`src/design/arx_pkg.sv`:
```
package arx_pkg;

    localparam int MAX_ORDER = 8;
    localparam int MAX_DELAY = 16;

    // Field widths of the item and of the registers.
    localparam int KIND_W      = 2;
    localparam int DATA_W      = 32;
    localparam int COEF_W      = 20;
    localparam int CIDX_W      = 3;
    localparam int FRAC_W      = 16;
    localparam int ORD_FIELD_W = 4;
    localparam int DLY_FIELD_W = 5;

    // Configuration port.
    localparam int NUM_REGS  = 3;
    localparam int PDATA_W   = 32;
    localparam int ADDR_W    = $clog2(4 * NUM_REGS);
    localparam int REG_IDX_W = ADDR_W - 2;

    // Internal widths that follow from the depths.
    localparam int ORDER_W = $clog2(MAX_ORDER + 1);
    localparam int DLY_W   = $clog2(MAX_DELAY + 1);
    localparam int ORD_W   = (MAX_ORDER > 1) ? $clog2(MAX_ORDER) : 1;
    localparam int DIDX_W  = (MAX_DELAY > 1) ? $clog2(MAX_DELAY) : 1;
    localparam int CNT_W   = $clog2(2 * MAX_ORDER + 1);
    localparam int PROD_W  = DATA_W + COEF_W;
    localparam int ACC_W   = PROD_W + CNT_W + 1;

    typedef enum logic [KIND_W-1:0] {
        KIND_SAMPLE = 2'd0,
        KIND_LOAD_A = 2'd1,
        KIND_LOAD_B = 2'd2,
        KIND_CLEAR  = 2'd3
    } arx_kind_t;

    typedef enum logic [REG_IDX_W-1:0] {
        REG_A_ORDER = 2'd0,
        REG_B_ORDER = 2'd1,
        REG_DELAY   = 2'd2
    } arx_reg_idx_t;

    typedef struct packed {
        logic [ORDER_W-1:0] a_order;
        logic [ORDER_W-1:0] b_order;
        logic [DLY_W-1:0]   delay;
    } arx_cfg_t;

    // One-cycle pulses that trim a history after its length was rewritten.
    typedef struct packed {
        logic trim_a;
        logic trim_b;
        logic trim_d;
    } arx_trim_t;

    typedef struct packed {
        logic             shift;
        logic             issue;
        logic [CNT_W-1:0] term;
        logic             round;
        logic             wb;
    } arx_cmd_t;

    typedef struct packed {
        logic out_busy;
    } arx_stat_t;

    function automatic logic [ORDER_W-1:0] clamp_order(input logic [ORD_FIELD_W-1:0] v);
        if (int'(v) > MAX_ORDER)
            return ORDER_W'(MAX_ORDER);
        else
            return ORDER_W'(v);
    endfunction

    function automatic logic [DLY_W-1:0] clamp_delay(input logic [DLY_FIELD_W-1:0] v);
        if (int'(v) < 1)
            return DLY_W'(1);
        else if (int'(v) > MAX_DELAY)
            return DLY_W'(MAX_DELAY);
        else
            return DLY_W'(v);
    endfunction

endpackage

```
`src/design/arx_ctrl.sv`:
```
module arx_ctrl (
    input  logic                  clk,
    input  logic                  rst_n,
    input  logic                  in_valid,
    input  logic                  in_fire,
    input  logic [arx_pkg::KIND_W-1:0] in_kind,
    input  arx_pkg::arx_cfg_t     cfg,
    input  arx_pkg::arx_stat_t    stat,
    output logic                  in_ready,
    output arx_pkg::arx_cmd_t     cmd
);

    typedef enum logic [4:0] {
        ST_IDLE  = 5'b00001,
        ST_SHIFT = 5'b00010,
        ST_MAC   = 5'b00100,
        ST_ROUND = 5'b01000,
        ST_WB    = 5'b10000
    } state_t;

    state_t                    state_reg;
    state_t                    state_next;
    logic [arx_pkg::CNT_W-1:0] cnt_reg;
    logic [arx_pkg::CNT_W-1:0] cnt_next;
    logic [arx_pkg::CNT_W-1:0] n_terms;

    assign n_terms = arx_pkg::CNT_W'(cfg.a_order) + arx_pkg::CNT_W'(cfg.b_order);

    always_comb
    begin
        state_next = state_reg;
        cnt_next   = cnt_reg;
        in_ready   = 1'b0;
        cmd        = '0;
        cmd.term   = cnt_reg;
        unique case (state_reg)
            ST_IDLE:
            begin
                in_ready = 1'b1;
                if (in_fire && (arx_pkg::arx_kind_t'(in_kind) == arx_pkg::KIND_SAMPLE))
                    state_next = ST_SHIFT;
            end
            ST_SHIFT:
            begin
                cmd.shift  = 1'b1;
                cnt_next   = '0;
                state_next = ST_MAC;
            end
            ST_MAC:
            begin
                // The last product lands in the accumulator in the cycle
                // after its issue, which is the cycle with the count at n.
                if (cnt_reg < n_terms)
                begin
                    cmd.issue = 1'b1;
                    cnt_next  = cnt_reg + 1'b1;
                end
                else
                begin
                    state_next = ST_ROUND;
                end
            end
            ST_ROUND:
            begin
                cmd.round  = 1'b1;
                state_next = ST_WB;
            end
            ST_WB:
            begin
                if (!stat.out_busy)
                begin
                    cmd.wb     = 1'b1;
                    state_next = ST_IDLE;
                end
            end
            default:
            begin
                state_next = ST_IDLE;
            end
        endcase
    end

    always_ff @(posedge clk or negedge rst_n)
    begin
        if (!rst_n)
        begin
            state_reg <= ST_IDLE;
            cnt_reg   <= '0;
        end
        else
        begin
            state_reg <= state_next;
            cnt_reg   <= cnt_next;
        end
    end

`ifndef SYNTHESIS
    a_mac_count: assert property (@(posedge clk) disable iff (!rst_n)
        (state_reg == ST_MAC) |-> (cnt_reg <= n_terms))
        else $error("term count ran past the number of terms");

    a_shift_to_mac: assert property (@(posedge clk) disable iff (!rst_n)
        (state_reg == ST_SHIFT) |=> ((state_reg == ST_MAC) && (cnt_reg == '0)))
        else $error("shift step not followed by a fresh accumulation");

    a_wb_hold: assert property (@(posedge clk) disable iff (!rst_n)
        ((state_reg == ST_WB) && stat.out_busy) |=> (state_reg == ST_WB))
        else $error("result written while the output register was still full");

    a_idle_quiet: assert property (@(posedge clk) disable iff (!rst_n)
        (in_ready && in_valid) |-> !(cmd.shift || cmd.issue || cmd.round || cmd.wb))
        else $error("datapath command issued while taking a new item");
`endif

endmodule

```
`config.mk`:
```
export PLATFORM = sky130hd
export DESIGN_NAME = arx_ctrl
export DESIGN_NICKNAME = d
export VERILOG_FILES = /design/src/design/arx_pkg.sv /design/src/design/arx_ctrl.sv
export SDC_FILE = /design/constraint.sdc
export NUM_CORES = 1
export LEC_CHECK = 0
export BUFFER_PORTS_ARGS = -buffer_cell sky130_fd_sc_hd__buf_2
export CORE_MARGIN = 4
export CORE_UTILIZATION = 47
export CTS_BUF_LIST = sky130_fd_sc_hd__clkbuf_2
export CTS_CLUSTER_SIZE = 14
export DETAILED_ROUTE_END_ITERATION = 7
export PLACE_DENSITY = 0.79
export SYNTH_ARGS = -nofsm -noshare
export SYNTH_HDL_FRONTEND = slang
export SYNTH_SLANG_ARGS = --single-unit
```
`constraint.sdc`:
```
create_clock -name clk -period 6.4 [get_ports clk]
set_input_delay 0.64 -clock clk [delete_from_list [all_inputs] [get_ports clk]]
set_output_delay 0.64 -clock clk [all_outputs]
set_load 0.005 [all_outputs]
```
==> key figures <==
Outcome
  • Status: completed

Detailed routing
  • Top Layer Used: met4
  • Antenna-violating nets left: 0
  • DR iter-0 viols: 11
  • M1 WL: 667 µm
  • Vias after detailed routing: 659
  • Avg WL per Cell: 12.2 µm
  • First-pass iteration count of the detailed router: 4
  • DR vias/cell: 5.54
  • # DRC: 0
  • Total Routed Length: 1.46 mm
  • Met2 wire length: between 600 and 700 µm
  • Met3 routed WL: 72 µm

Layout
  • Non-Filler Instances: between 100 and 150
  • Nets: between 100 and 150
  • Ant. Diodes: 0
  • Design Area, Final: approximately 870 µm²
  • Synth-to-Final Area Change: 19.5%
  • Final core utilization: between 60% and 70%
  • Share of layout cells above drive strength 1: roughly 31%

Placed design
  • RD Place Congestion: 0.730
  • Placed Cells: around 120
  • Placed instance area: roughly 850 µm²
  • IO Port Bufs: 23
  • HPWL after detailed placement: between 1 and 1.5 mm

Floorplan
  • Initial Utilization: 52.5%
  • Die ar.: 0.00224 mm²
  • Die Span X: 47.3 µm
  • Rows: 13
  • Die Span Y: 47.3 µm
  • Top Ports: 30
  • Core area: roughly 0.0014 mm²

Setup path
  • Worst Setup End Kind: output pin
  • R2r endpoint: cnt_reg[3]
  • CP Cell Sequence: buf_2, ha_1, fa_1, a21o_1, a21oi_1, ha_1, nand2_1, nand3_1, a31o_1, inv_2, buf_2
  • Reg2reg start: cnt_reg[2]
  • Critical Path Max Stage Delay: 0.41 ns
  • CP required: 5.76 ns
  • Crit Path Category: in2out
  • R2R Setup Slk: 4.48 ns
  • CP arrival: 2.64 ns
  • Crit-path max FO: 13
  • Critical Path Source Type: input pin
  • Reg2Reg Depth: 6
  • Critical path's slowest cell: fa_1

Clock network
  • Post-CTS Setup Bufs: 0
  • Clk Latency, worst-skew pair: about 0.25 ns
  • Reg clk slew, reported paths: 0.11 ns
  • Root buf cell: clkbuf_2
  • Clk buf depth: 2
  • Cts hold-fix bufs: 0
  • CTS tree: done
  • TritonCTS Buffers: 3
  • CTS H-tree lvls: 1
  • # clock sinks: 10
  • Post-CTS Resized: 0

Yosys
  • Mux contribution to synthesized area: 0%
  • Top FF cell, synth: dfrtp_1
  • Cells after Synth: 79
  • Cell Area, Synth: 726 µm²
  • Ranking of synthesized cells by area: dfrtp_1 31%, ha_1 16%, nand3_1 6.9%
  • Sequential element share of the synthesized area: about a third
  • Synth top area share: 31.0%
  • Post-synthesis xor/xnor area fraction: 3.62%
  • Synth Area in Compound Gates: a little over an eighth
  • Area leader, netlist: dfrtp_1
  • Number of synthesized flops with an enable pin: 0
  • Top cells by count, synth: 10 x nand3_1, 9 x dfrtp_1, 9 x ha_1
  • Fraction of registers with async set/reset: 100%
  • Post-Synth Simple-Gate Area: 25.2%
  • Warnings from Yosys: 0
  • Mapped Nets: about 110
  • #FFs+latches synth: 10
  • Most instantiated library cell after synthesis: nand3_1
  • Library cells used by synthesis: 29
  • Largest family of logic cells by synthesized area: simple AND/OR/NAND/NOR gates
  • Adder-Cell Fraction of Synth Area: around 18%
  • Avg Cell Area, Syn: 9.19 µm²

STA
  • Final Skew: 0.0159 ns
  • TNS Setup: 0 ns
  • Final-report setup violation count: 0
  • RSZ-0062 raised after global routing: no
  • Max-slew violations: 0
  • Max transition margin: 69.7%
  • Worst Tran Pin Value: about 0.46 ns
  • Period utilisation layout: about half
  • Endpoints failing hold: 0
  • Min cycle time layout: 3.28 ns
  • Fmax: 0.305 GHz

Global routing
  • Largest net degree at the start of global routing: 14
  • Initial antenna violation count: 0
  • Vias in the first global route: 586
  • GRT Total Usage: 14.7%
  • First-pass GRT wire length: 2.33 mm
  • Total grt overflow: 0

Flow run
  • Max-cap violations: 0

Min path
  • Hold crit path type: in2async

Pwr
  • Max VDD drop: 0.197 mV
  • Leakage: about 0.50 nW
  • PD cells: 268 mW/mm²
-- layout make-up --
type | instances | area (µm²)
clock buffers | 4 | 20.0
flip-flops and latches | 10 | 251
multi-input cells | 61 | 439
well taps | 15 | 18.8
inverters | 6 | 22.5
fillers | 128 | 515
repair buffers | 23 | 115
-- stage by stage --
step                      power (mW)  hold slack (ns)  worst slack (ns)
after floorplan                0.164            0.344              3.42
final                          0.232            0.215              3.12
after global placement         0.192            0.504              3.16
after global routing           0.254            0.226              2.93
after CTS                      0.234            0.229              3.10
after detailed placement       0.197            0.507              3.11
-- worst max-delay path by stage --
stage                start  endpoint  slack, ns  depth (start not counted)
finish              cfg[5]    cmd[7]       3.12                         11
floorplan           cfg[5]    cmd[7]       3.42                         10
global placement    cfg[5]    cmd[7]       3.16                         11
detailed placement  cfg[5]    cmd[7]       3.11                         10
CTS                 cfg[5]    cmd[7]       3.10                         10
global route        cfg[5]    cmd[7]       2.93                         10
-- critical path: cells and delay by family --
kind / cells / cell delay (ns)
adder cells (fa/ha/maj): 3 / 0.88
AO/OA/AOI/OAI: 3 / 0.68
buffers and inverters: 3 / 0.28
AND/OR/NAND/NOR: 2 / 0.15
-- routing by layer --
layer	vias up	GRT usage, %
met2	15	24.1
met4	0	4.97
met5	-	0
met1	311	19.5
li1	329	-
met3	4	2.30
-- where the power goes --
group | switching (mW) | leakage, nW | internal (mW)
Combinational | 0.0530 | 0.345 | 0.0457
Clock | 0.0209 | 0.0166 | 0.0166
Sequential | 0.0168 | 0.134 | 0.0793
Total | 0.0907 | 0.495 | 0.142
-- layout by cell type (no fill, tap or decap), types with 4 or more instances in the layout --
| cell | netlist | final |
|---|---|---|
| a21oi_1 | 4 | 4 |
| buf_2 | 1 | 23 |
| clkbuf_2 | 0 | 4 |
| dfrtp_1 | 9 | 9 |
| ha_1 | 9 | 9 |
| inv_1 | 5 | 5 |
| nand2_1 | 4 | 4 |
| nand3_1 | 10 | 10 |
| nor2_1 | 7 | 7 |
| o21ai_1 | 5 | 5 |
-- cell families (layout without fill, tap and decap cells) --
logic type                 after synthesis  in the layout
adders and majority gates               10             10
and+or+nand+nor                         33             33
buffers and inverters                    8             33
AOI/OAI and AO/OA                       15             15
DFF                                     10             10
xor gates and xnor gates                 3              3
Note: power is estimated with default switching activity, not from simulation.
