===== config.mk =====
export PLATFORM = sky130hd
export DESIGN_NAME = arx_regs
export DESIGN_NICKNAME = d
export VERILOG_FILES = /design/src/design/arx_pkg.sv /design/src/design/arx_regs.sv
export SDC_FILE = /design/constraint.sdc
export NUM_CORES = 1
export LEC_CHECK = 0
export BUFFER_PORTS_ARGS = -buffer_cell sky130_fd_sc_hd__buf_4
export CAP_MARGIN = 10
export CORE_UTILIZATION = 35
export DETAILED_ROUTE_END_ITERATION = 7
export PLACE_DENSITY = 0.76
export SLEW_MARGIN = 15
export SYNTH_ARGS = -nofsm -noshare
export SYNTH_HDL_FRONTEND = slang
export SYNTH_SLANG_ARGS = --single-unit

===== constraint.sdc =====
create_clock -name clk -period 1.1 [get_ports clk]
set_input_delay 0.055 -clock clk [delete_from_list [all_inputs] [get_ports clk]]
set_output_delay 0.055 -clock clk [all_outputs]
set_load 0.05 [all_outputs]

===== src/design/arx_pkg.sv =====
package arx_pkg;

    localparam int MAX_ORDER = 8;
    localparam int MAX_DELAY = 16;

    // Field widths of the item and of the registers.
    localparam int KIND_W      = 2;
    localparam int DATA_W      = 32;
    localparam int COEF_W      = 20;
    localparam int CIDX_W      = 3;
    localparam int FRAC_W      = 16;
    localparam int ORD_FIELD_W = 4;
    localparam int DLY_FIELD_W = 5;

    // Configuration port.
    localparam int NUM_REGS  = 3;
    localparam int PDATA_W   = 32;
    localparam int ADDR_W    = $clog2(4 * NUM_REGS);
    localparam int REG_IDX_W = ADDR_W - 2;

    // Internal widths that follow from the depths.
    localparam int ORDER_W = $clog2(MAX_ORDER + 1);
    localparam int DLY_W   = $clog2(MAX_DELAY + 1);
    localparam int ORD_W   = (MAX_ORDER > 1) ? $clog2(MAX_ORDER) : 1;
    localparam int DIDX_W  = (MAX_DELAY > 1) ? $clog2(MAX_DELAY) : 1;
    localparam int CNT_W   = $clog2(2 * MAX_ORDER + 1);
    localparam int PROD_W  = DATA_W + COEF_W;
    localparam int ACC_W   = PROD_W + CNT_W + 1;

    typedef enum logic [KIND_W-1:0] {
        KIND_SAMPLE = 2'd0,
        KIND_LOAD_A = 2'd1,
        KIND_LOAD_B = 2'd2,
        KIND_CLEAR  = 2'd3
    } arx_kind_t;

    typedef enum logic [REG_IDX_W-1:0] {
        REG_A_ORDER = 2'd0,
        REG_B_ORDER = 2'd1,
        REG_DELAY   = 2'd2
    } arx_reg_idx_t;

    typedef struct packed {
        logic [ORDER_W-1:0] a_order;
        logic [ORDER_W-1:0] b_order;
        logic [DLY_W-1:0]   delay;
    } arx_cfg_t;

    // One-cycle pulses that trim a history after its length was rewritten.
    typedef struct packed {
        logic trim_a;
        logic trim_b;
        logic trim_d;
    } arx_trim_t;

    typedef struct packed {
        logic             shift;
        logic             issue;
        logic [CNT_W-1:0] term;
        logic             round;
        logic             wb;
    } arx_cmd_t;

    typedef struct packed {
        logic out_busy;
    } arx_stat_t;

    function automatic logic [ORDER_W-1:0] clamp_order(input logic [ORD_FIELD_W-1:0] v);
        if (int'(v) > MAX_ORDER)
            return ORDER_W'(MAX_ORDER);
        else
            return ORDER_W'(v);
    endfunction

    function automatic logic [DLY_W-1:0] clamp_delay(input logic [DLY_FIELD_W-1:0] v);
        if (int'(v) < 1)
            return DLY_W'(1);
        else if (int'(v) > MAX_DELAY)
            return DLY_W'(MAX_DELAY);
        else
            return DLY_W'(v);
    endfunction

endpackage


===== src/design/arx_regs.sv =====
module arx_regs (
    input  logic                         clk,
    input  logic                         rst_n,
    input  logic                         psel,
    input  logic                         penable,
    input  logic                         pwrite,
    input  logic [arx_pkg::ADDR_W-1:0]   paddr,
    input  logic [arx_pkg::PDATA_W-1:0]  pwdata,
    output logic [arx_pkg::PDATA_W-1:0]  prdata,
    output logic                         pready,
    output arx_pkg::arx_cfg_t            cfg,
    output arx_pkg::arx_trim_t           trim
);

    arx_pkg::arx_cfg_t     cfg_reg;
    arx_pkg::arx_cfg_t     cfg_next;
    arx_pkg::arx_trim_t    trim_reg;
    arx_pkg::arx_trim_t    trim_next;
    arx_pkg::arx_reg_idx_t reg_idx;
    logic                  wr_en;

    assign pready  = 1'b1;
    assign wr_en   = psel && penable && pwrite && pready;
    assign reg_idx = arx_pkg::arx_reg_idx_t'(paddr[arx_pkg::ADDR_W-1:2]);

    always_comb
    begin
        cfg_next  = cfg_reg;
        trim_next = '0;
        if (wr_en)
        begin
            unique case (reg_idx)
                arx_pkg::REG_A_ORDER:
                begin
                    cfg_next.a_order = arx_pkg::clamp_order(pwdata[arx_pkg::ORD_FIELD_W-1:0]);
                    trim_next.trim_a = 1'b1;
                end
                arx_pkg::REG_B_ORDER:
                begin
                    cfg_next.b_order = arx_pkg::clamp_order(pwdata[arx_pkg::ORD_FIELD_W-1:0]);
                    trim_next.trim_b = 1'b1;
                end
                arx_pkg::REG_DELAY:
                begin
                    cfg_next.delay   = arx_pkg::clamp_delay(pwdata[arx_pkg::DLY_FIELD_W-1:0]);
                    trim_next.trim_d = 1'b1;
                end
                default:
                begin
                    cfg_next = cfg_reg;
                end
            endcase
        end
    end

    always_comb
    begin
        unique case (reg_idx)
            arx_pkg::REG_A_ORDER: prdata = arx_pkg::PDATA_W'(cfg_reg.a_order);
            arx_pkg::REG_B_ORDER: prdata = arx_pkg::PDATA_W'(cfg_reg.b_order);
            arx_pkg::REG_DELAY:   prdata = arx_pkg::PDATA_W'(cfg_reg.delay);
            default:              prdata = '0;
        endcase
    end

    always_ff @(posedge clk or negedge rst_n)
    begin
        if (!rst_n)
        begin
            cfg_reg.a_order <= '0;
            cfg_reg.b_order <= '0;
            cfg_reg.delay   <= arx_pkg::DLY_W'(1);
            trim_reg        <= '0;
        end
        else
        begin
            cfg_reg  <= cfg_next;
            trim_reg <= trim_next;
        end
    end

    assign cfg  = cfg_reg;
    assign trim = trim_reg;

endmodule


==> results of run 1 <==
-- cell usage after synthesis --
library cell / instances
buf_4: 29
dfrtp_1: 15
mux2_2: 8
nor2b_1: 7
mux2i_1: 5
mux2_4: 4
nand2_1: 4
o21ai_0: 4
buf_6: 2
conb_1: 2
inv_1: 2
and3b_1: 1
dfstp_2: 1
nand3_1: 1
nor3_1: 1
nor3_2: 1
nor3b_2: 1
o21bai_1: 1
or3b_1: 1
-- metrics by stage --
step | TNS, ns | instances | worst slack, ns | hold slack (ns) | instance area (µm²)
2_1_floorplan | -0.341 | 116 | -0.149 | -0.241 | 1150
3_3_place_gp | -0.734 | 153 | -0.0956 | -0.0825 | 1230
3_5_place_dp | -0.973 | 153 | -0.129 | -0.0750 | 1230
4_1_cts | -0.556 | 166 | -0.176 | 0.0235 | 1400
5_1_grt | -0.767 | 166 | -0.208 | 0.0394 | 1430
6_report | -0.579 | 166 | -0.177 | 0.0421 | 1430
-- cells by family (layout without fill, tap and decap cells) --
kind of cell | Yosys count | count (layout) | share of synthesized area [%]
multiplexers | 17 | 17 | 20.2
AND/OR/NAND/NOR | 17 | 17 | 11.0
flip-flops | 16 | 16 | 40.4
other | 2 | 28 | 0.756
AO/OA/AOI/OAI | 5 | 5 | 2.77
buffers and inverters | 33 | 53 | 24.9
-- layer usage --
layer  track usage, %  vias up  share of wire (%)  wire length, µm
li1                 -      330                  -                -
met1             16.9      325                 39              834
met2             26.9       44                 53             1150
met3             3.04        3                6.8              146
met4             5.36        0                1.3               29
met5                0        -                  0                0
-- cells in the final DEF, fill, tap and decap left out, drive strengths merged, types with 2 or more instances in the layout --
| cell | n |
|---|---|
| buf | 46 |
| conb | 28 |
| dfrtp | 15 |
| mux2 | 12 |
| nor2b | 7 |
| mux2i | 5 |
| nand2 | 4 |
| o21ai | 4 |
| clkbuf | 4 |
| inv | 2 |
| nor3 | 2 |
-- final cells by class --
type / count / area (µm²) / area share, %
Tap cell: 30 / 37.5 / 2.63
Inverter: 2 / 7.51 / 0.526
Sequential cell: 16 / 409 / 28.7
Timing Repair Buffer: 47 / 415 / 29.1
Multi-Input combinational cell: 67 / 520 / 36.5
Clock buffer: 4 / 36.3 / 2.54
-- repair_timing --
item                                    4_1_cts  5_1_grt
endpoints found under the hold margin        16        0
gates cloned                                  0        0
pin swaps                                     2        0
resized for setup                            15        6
hold buffers                                  1        0
setup buffers                                 8        0
endpoints found under the setup margin        6       10
-- where the power goes --
part           switching (mW)  internal, mW  total (mW)
registers              0.0878         0.697       0.785
clock network           0.200         0.202       0.402
logic                   0.869         0.488        1.36
total                    1.16          1.39        2.54
-- worst max-delay path, cell delays in order (launching register included) --
cell and delay [ns]:
dfstp_2 0.57, mux2i_4 0.07, o21ai_4 0.12, buf_6 0.17
-- worst max-delay path by stage --
stage | endpoint | cells past startpoint | slack, ns | startpoint
4_1_cts | prdata[0] | 3 | -0.18 | cfg[0]
6_report | prdata[0] | 3 | -0.18 | cfg[0]
3_3_place_gp | cfg[3] | 6 | -0.1 | pwrite
3_5_place_dp | cfg[5] | 4 | -0.13 | pwrite
5_1_grt | prdata[0] | 3 | -0.21 | cfg[0]
2_1_floorplan | prdata[0] | 2 | -0.15 | cfg[0]
==> impl_results.md, run 1 <==
- Status: finished, violations left
- Failing checks: setup timing
- Port bufs: 32
- Crit Reg-Reg Startpoint: cfg[0]
- # DRC: 0
- Hold endpoint: cfg[4]
- Root buf cell: clkbuf_4
- R2r setup slk: 0.15 ns
- H-tree Lvls: 1
- Worst R2R End: cfg[0]
- Routed Antenna Nets: 0
- HP Class: primary input to flop
- Critical path class: flop to primary output
- Total Routing Usage GR: 14.8%
- Std cell rows: 18
- Antenna diode count: 0
- Reg clk slew, reported paths: 0.10 ns
- Cells after Synth: 90
- VDD IR max: 0.00108 V
- Critical Path Source Type: flop
- Final setup violation count: 6
- Core ar.: 2570 µm²
- Final hold vios: 0
- Mean routed wirelength per cell: 13.0 µm
- DR pass1 iterations: 3
- Vias/cell: 4.23
- Die area: 3060 µm²
- Final Core Density: 55.6%
- WP data arrival: 1.22 ns
- Yosys warns: 0
- Largest net degree at the start of global routing: 17
- Worst Hold Path Cells: 2
- Initial antenna violation count: 0
- Global-route wire length before repair: 3480 µm
- Max Root-Sink Buffers: 2
- CTS tree: yes
- FILL cells: 231
- Via count: 702
- Initial core utilization: 38.7%
- Share of layout cells above drive strength 1: 58.8%
- Final nets: 178
- Max FFs per register: 13
- Fin worst setup slack: -0.177 ns
- Post-synthesis register bit count: 16
- Clock sink count: 16
- RSZ-0062 raised after global routing: true
- Synth top area share: 37.8%
- Startpoint of the worst hold path: pwdata[4]
- Tmin final: 1.28 ns
- Post-Syn Area: 993 µm²
- Power per cell area: 1780 nW/µm²
- GR Overflow Total: 0
- Cell taking the most area after synthesis: dfrtp_1
- Final wirelength: 2160 µm
- Synth area leaders: dfrtp_1, buf_4, mux2_2
- Period utilisation layout: 116%
- Die width: 55.3 µm
- Total of max-cap violations: 0
- Syn_area_per_cell: 11.0 µm²
- Worst-Skew Late Latency: 0.29 ns
- Synth cell types: 19
- Worst Setup End Kind: primary output
- Synth-to-layout area growth: 43.6%
- Register area share after synthesis: 40.4%
- Post-DP HPWL: 1570 µm
- Total power: 2.54 mW
- GP Congestion: 0.712
- CTS Buf Count: 3
- Setup Skew: 0 ns
- Cells on worst reg2reg path: 3
- Initial DRC Count: 6
- Chip height: 55.3 µm
- Required @ worst endpoint: 1.04 ns
- Slew Limit Fails: 0
- Crit-path max FO: 2
- Vias in the first global route: 709
- IO Count: 90
- Fmax: 783 MHz
- Lkg Pwr: 0.724 nW
No activity file was read; power rests on OpenSTA's default activity.
==> run 2: changes to the inputs <==
--- a/config.mk
+++ b/config.mk
@@ -10,6 +10,7 @@
 export CORE_UTILIZATION = 35
 export DETAILED_ROUTE_END_ITERATION = 7
 export PLACE_DENSITY = 0.76
+export RECOVER_POWER = 25
 export SLEW_MARGIN = 15
 export SYNTH_ARGS = -nofsm -noshare
 export SYNTH_HDL_FRONTEND = slang
==> impl_results.md, run 2 (same netlist as run 1, synthesis figures left out) <==
- DR pass1 iterations: 3 (unchanged)
- Root buf cell: clkbuf_4 (unchanged)
- Initial DRC Count: 6 (unchanged)
- Setup tns final: -0.577 ns (was -0.579 ns)
- GP Congestion: 0.712 (unchanged)
- Met3 wire length: 146 µm (unchanged)
- P_sw: 1.16 mW (about the same)
- Required @ worst endpoint: 1.04 ns (about the same)
- Internal Power: 1.39 mW (about the same)
- Total power: 2.54 mW (about the same)
- GR Overflow Total: 0 (unchanged)
- Share of layout cells above drive strength 1: 58.1% (was 58.8%)
- M1 wire length: 830 µm (was 834 µm)
- Reg clk slew, reported paths: 0.09 ns (was 0.10 ns)
- Die width: 55.3 µm (unchanged)
- Std cell rows: 18 (unchanged)
- WP data arrival: 1.22 ns (about the same)
- Hold_ws: 0.0433 ns (was 0.0421 ns)
- Top sig layer: met4 (unchanged)
- Die area: 3060 µm² (unchanged)
- CTS tree: yes (unchanged)
- Final non-filler cell area: 1420 µm² (was 1430 µm²)
- Total Routing Usage GR: 14.8% (unchanged)
- Antenna diode count: 0 (unchanged)
- Pre-CTS WS: -0.129 ns (unchanged)
- Max FFs per register: 13 (unchanged)
- Sequential Power Share: 30.9% (was 30.8%)
- # DRC: 0 (unchanged)
- Power per cell area: 1790 nW/µm² (was 1780 nW/µm²)
- Worst-Skew Late Latency: 0.29 ns (about the same)
- Slew Limit Fails: 0 (unchanged)
- Synth-to-layout area growth: 43.2% (was 43.6%)
- Sw frac: 45.5% (about the same)
- Post-DP HPWL: 1570 µm (unchanged)
- Setup Skew: 0 ns (unchanged)
- Final hold vios: 0 (unchanged)
- Vias in the first global route: 709 (unchanged)
- Routed Antenna Nets: 0 (unchanged)
- Max Root-Sink Buffers: 2 (unchanged)
- Initial core utilization: 38.7% (unchanged)
- Period utilisation layout: 116% (about the same)
- RSZ-0062 raised after global routing: true (unchanged)
- Met2 WL: 1150 µm (about the same)
- Combinational share of power: 53.3% (was 53.4%)
- Worst Tran Pin Value: 0.889 ns
- HP Class: primary input to flop (unchanged)
- CTS Buf Count: 3 (unchanged)
- Largest net degree at the start of global routing: 17 (unchanged)
- Failing checks: setup timing (unchanged)
- Critical Path Source Type: flop (unchanged)
- Tmin final: 1.28 ns (about the same)
- Vias/cell: 4.24 (was 4.23)
- Core ar.: 2570 µm² (unchanged)
- Total of max-cap violations: 0 (unchanged)
- Clock sink count: 16 (unchanged)
- Worst Setup End Kind: primary output (unchanged)
- Most frequent cells in the layout: buf_4, conb_1, buf_6, dfrtp_1, mux2_2 (unchanged)
- FILL cells: 232 (was 231)
- Finished Layout Cells: 166 (unchanged)
- IO Count: 90 (unchanged)
- Final wirelength: 2150 µm (was 2160 µm)
- Crit-path max FO: 2 (unchanged)
- Final setup violation count: 6 (unchanged)
- Via count: 704 (was 702)
- Critical path class: flop to primary output (unchanged)
- Port bufs: 32 (unchanged)
- Fin worst setup slack: -0.177 ns (about the same)
- Most common cell after layout, fill and taps aside: buf_4 (unchanged)
- Placed Area: 1230 µm² (unchanged)
- VDD IR max: 0.00108 V (about the same)
- Clock group share of total power: 15.8% (about the same)
- Initial antenna violation count: 0 (unchanged)
- Chip height: 55.3 µm (unchanged)
- Fmax: 783 MHz (about the same)
- Lkg Pwr: 0.721 nW (was 0.724 nW)
- Worst slew margin: 40.8%
- Post-Place Cells: 153 (unchanged)
- H-tree Lvls: 1 (unchanged)
- Final Core Density: 55.4% (was 55.6%)
- Mean routed wirelength per cell: 13.0 µm (about the same)
- Final nets: 178 (unchanged)
- Global-route wire length before repair: 3480 µm (unchanged)
- Status: finished, violations left (unchanged)
-- run 2: power groups by stage --
stage / registers, mW / clock network (mW) / logic [mW]
global placement: 0.789 / 0 / 1.12
finish: 0.785 / 0.401 / 1.36
CTS: 0.777 / 0.410 / 1.32
global route: 0.801 / 0.422 / 1.41
floorplan: 1.11 / 0 / 0.599
detailed placement: 0.797 / 0 / 1.14
-- run 2: final timing paths --
path | startpoint | end | slack, ns | cells past startpoint
max reg2reg | cfg[0] | cfg[0] | 0.15 | 3
max in group asynchronous | rst_n | cfg[12] | 0.11 | 2
max | cfg[0] | prdata[0] | -0.18 | 3
min | pwdata[4] | cfg[4] | 0.04 | 2
min reg2reg | cfg[8] | cfg[8] | 0.55 | 1
min in group asynchronous | rst_n | cfg[4] | 0.39 | 2
-- run 2: final cells by class --
cell class	instances	area [µm²]	share of cell area, %
multi-input combinational	67	520	36.6
timing repair buffer	47	412	28.9
sequential	16	409	28.8
tap	30	37.5	2.64
clock buffer	4	36.3	2.55
inverter	2	7.51	0.528
-- run 2: critical path: stages (launching register included) --
cell,delay [ns]
dfstp_2,0.57
mux2i_4,0.07
o21ai_4,0.12
buf_6,0.17
-- run 2: what timing repair did --
item | CTS | global route
endpoints found under the hold margin | 16 | 0
hold buffers | 1 | 0
setup buffers | 8 | 0
gates resized for setup | 15 | 6
pin swaps | 2 | 0
endpoints found under the setup margin | 6 | 10
-- run 2: metal layers --
metal / GRT usage [%] / vias to the layer above
met4: 5.36 / 0
met1: 16.9 / 327
met5: 0 / -
met3: 3.04 / 3
li1: - / 330
met2: 26.9 / 44
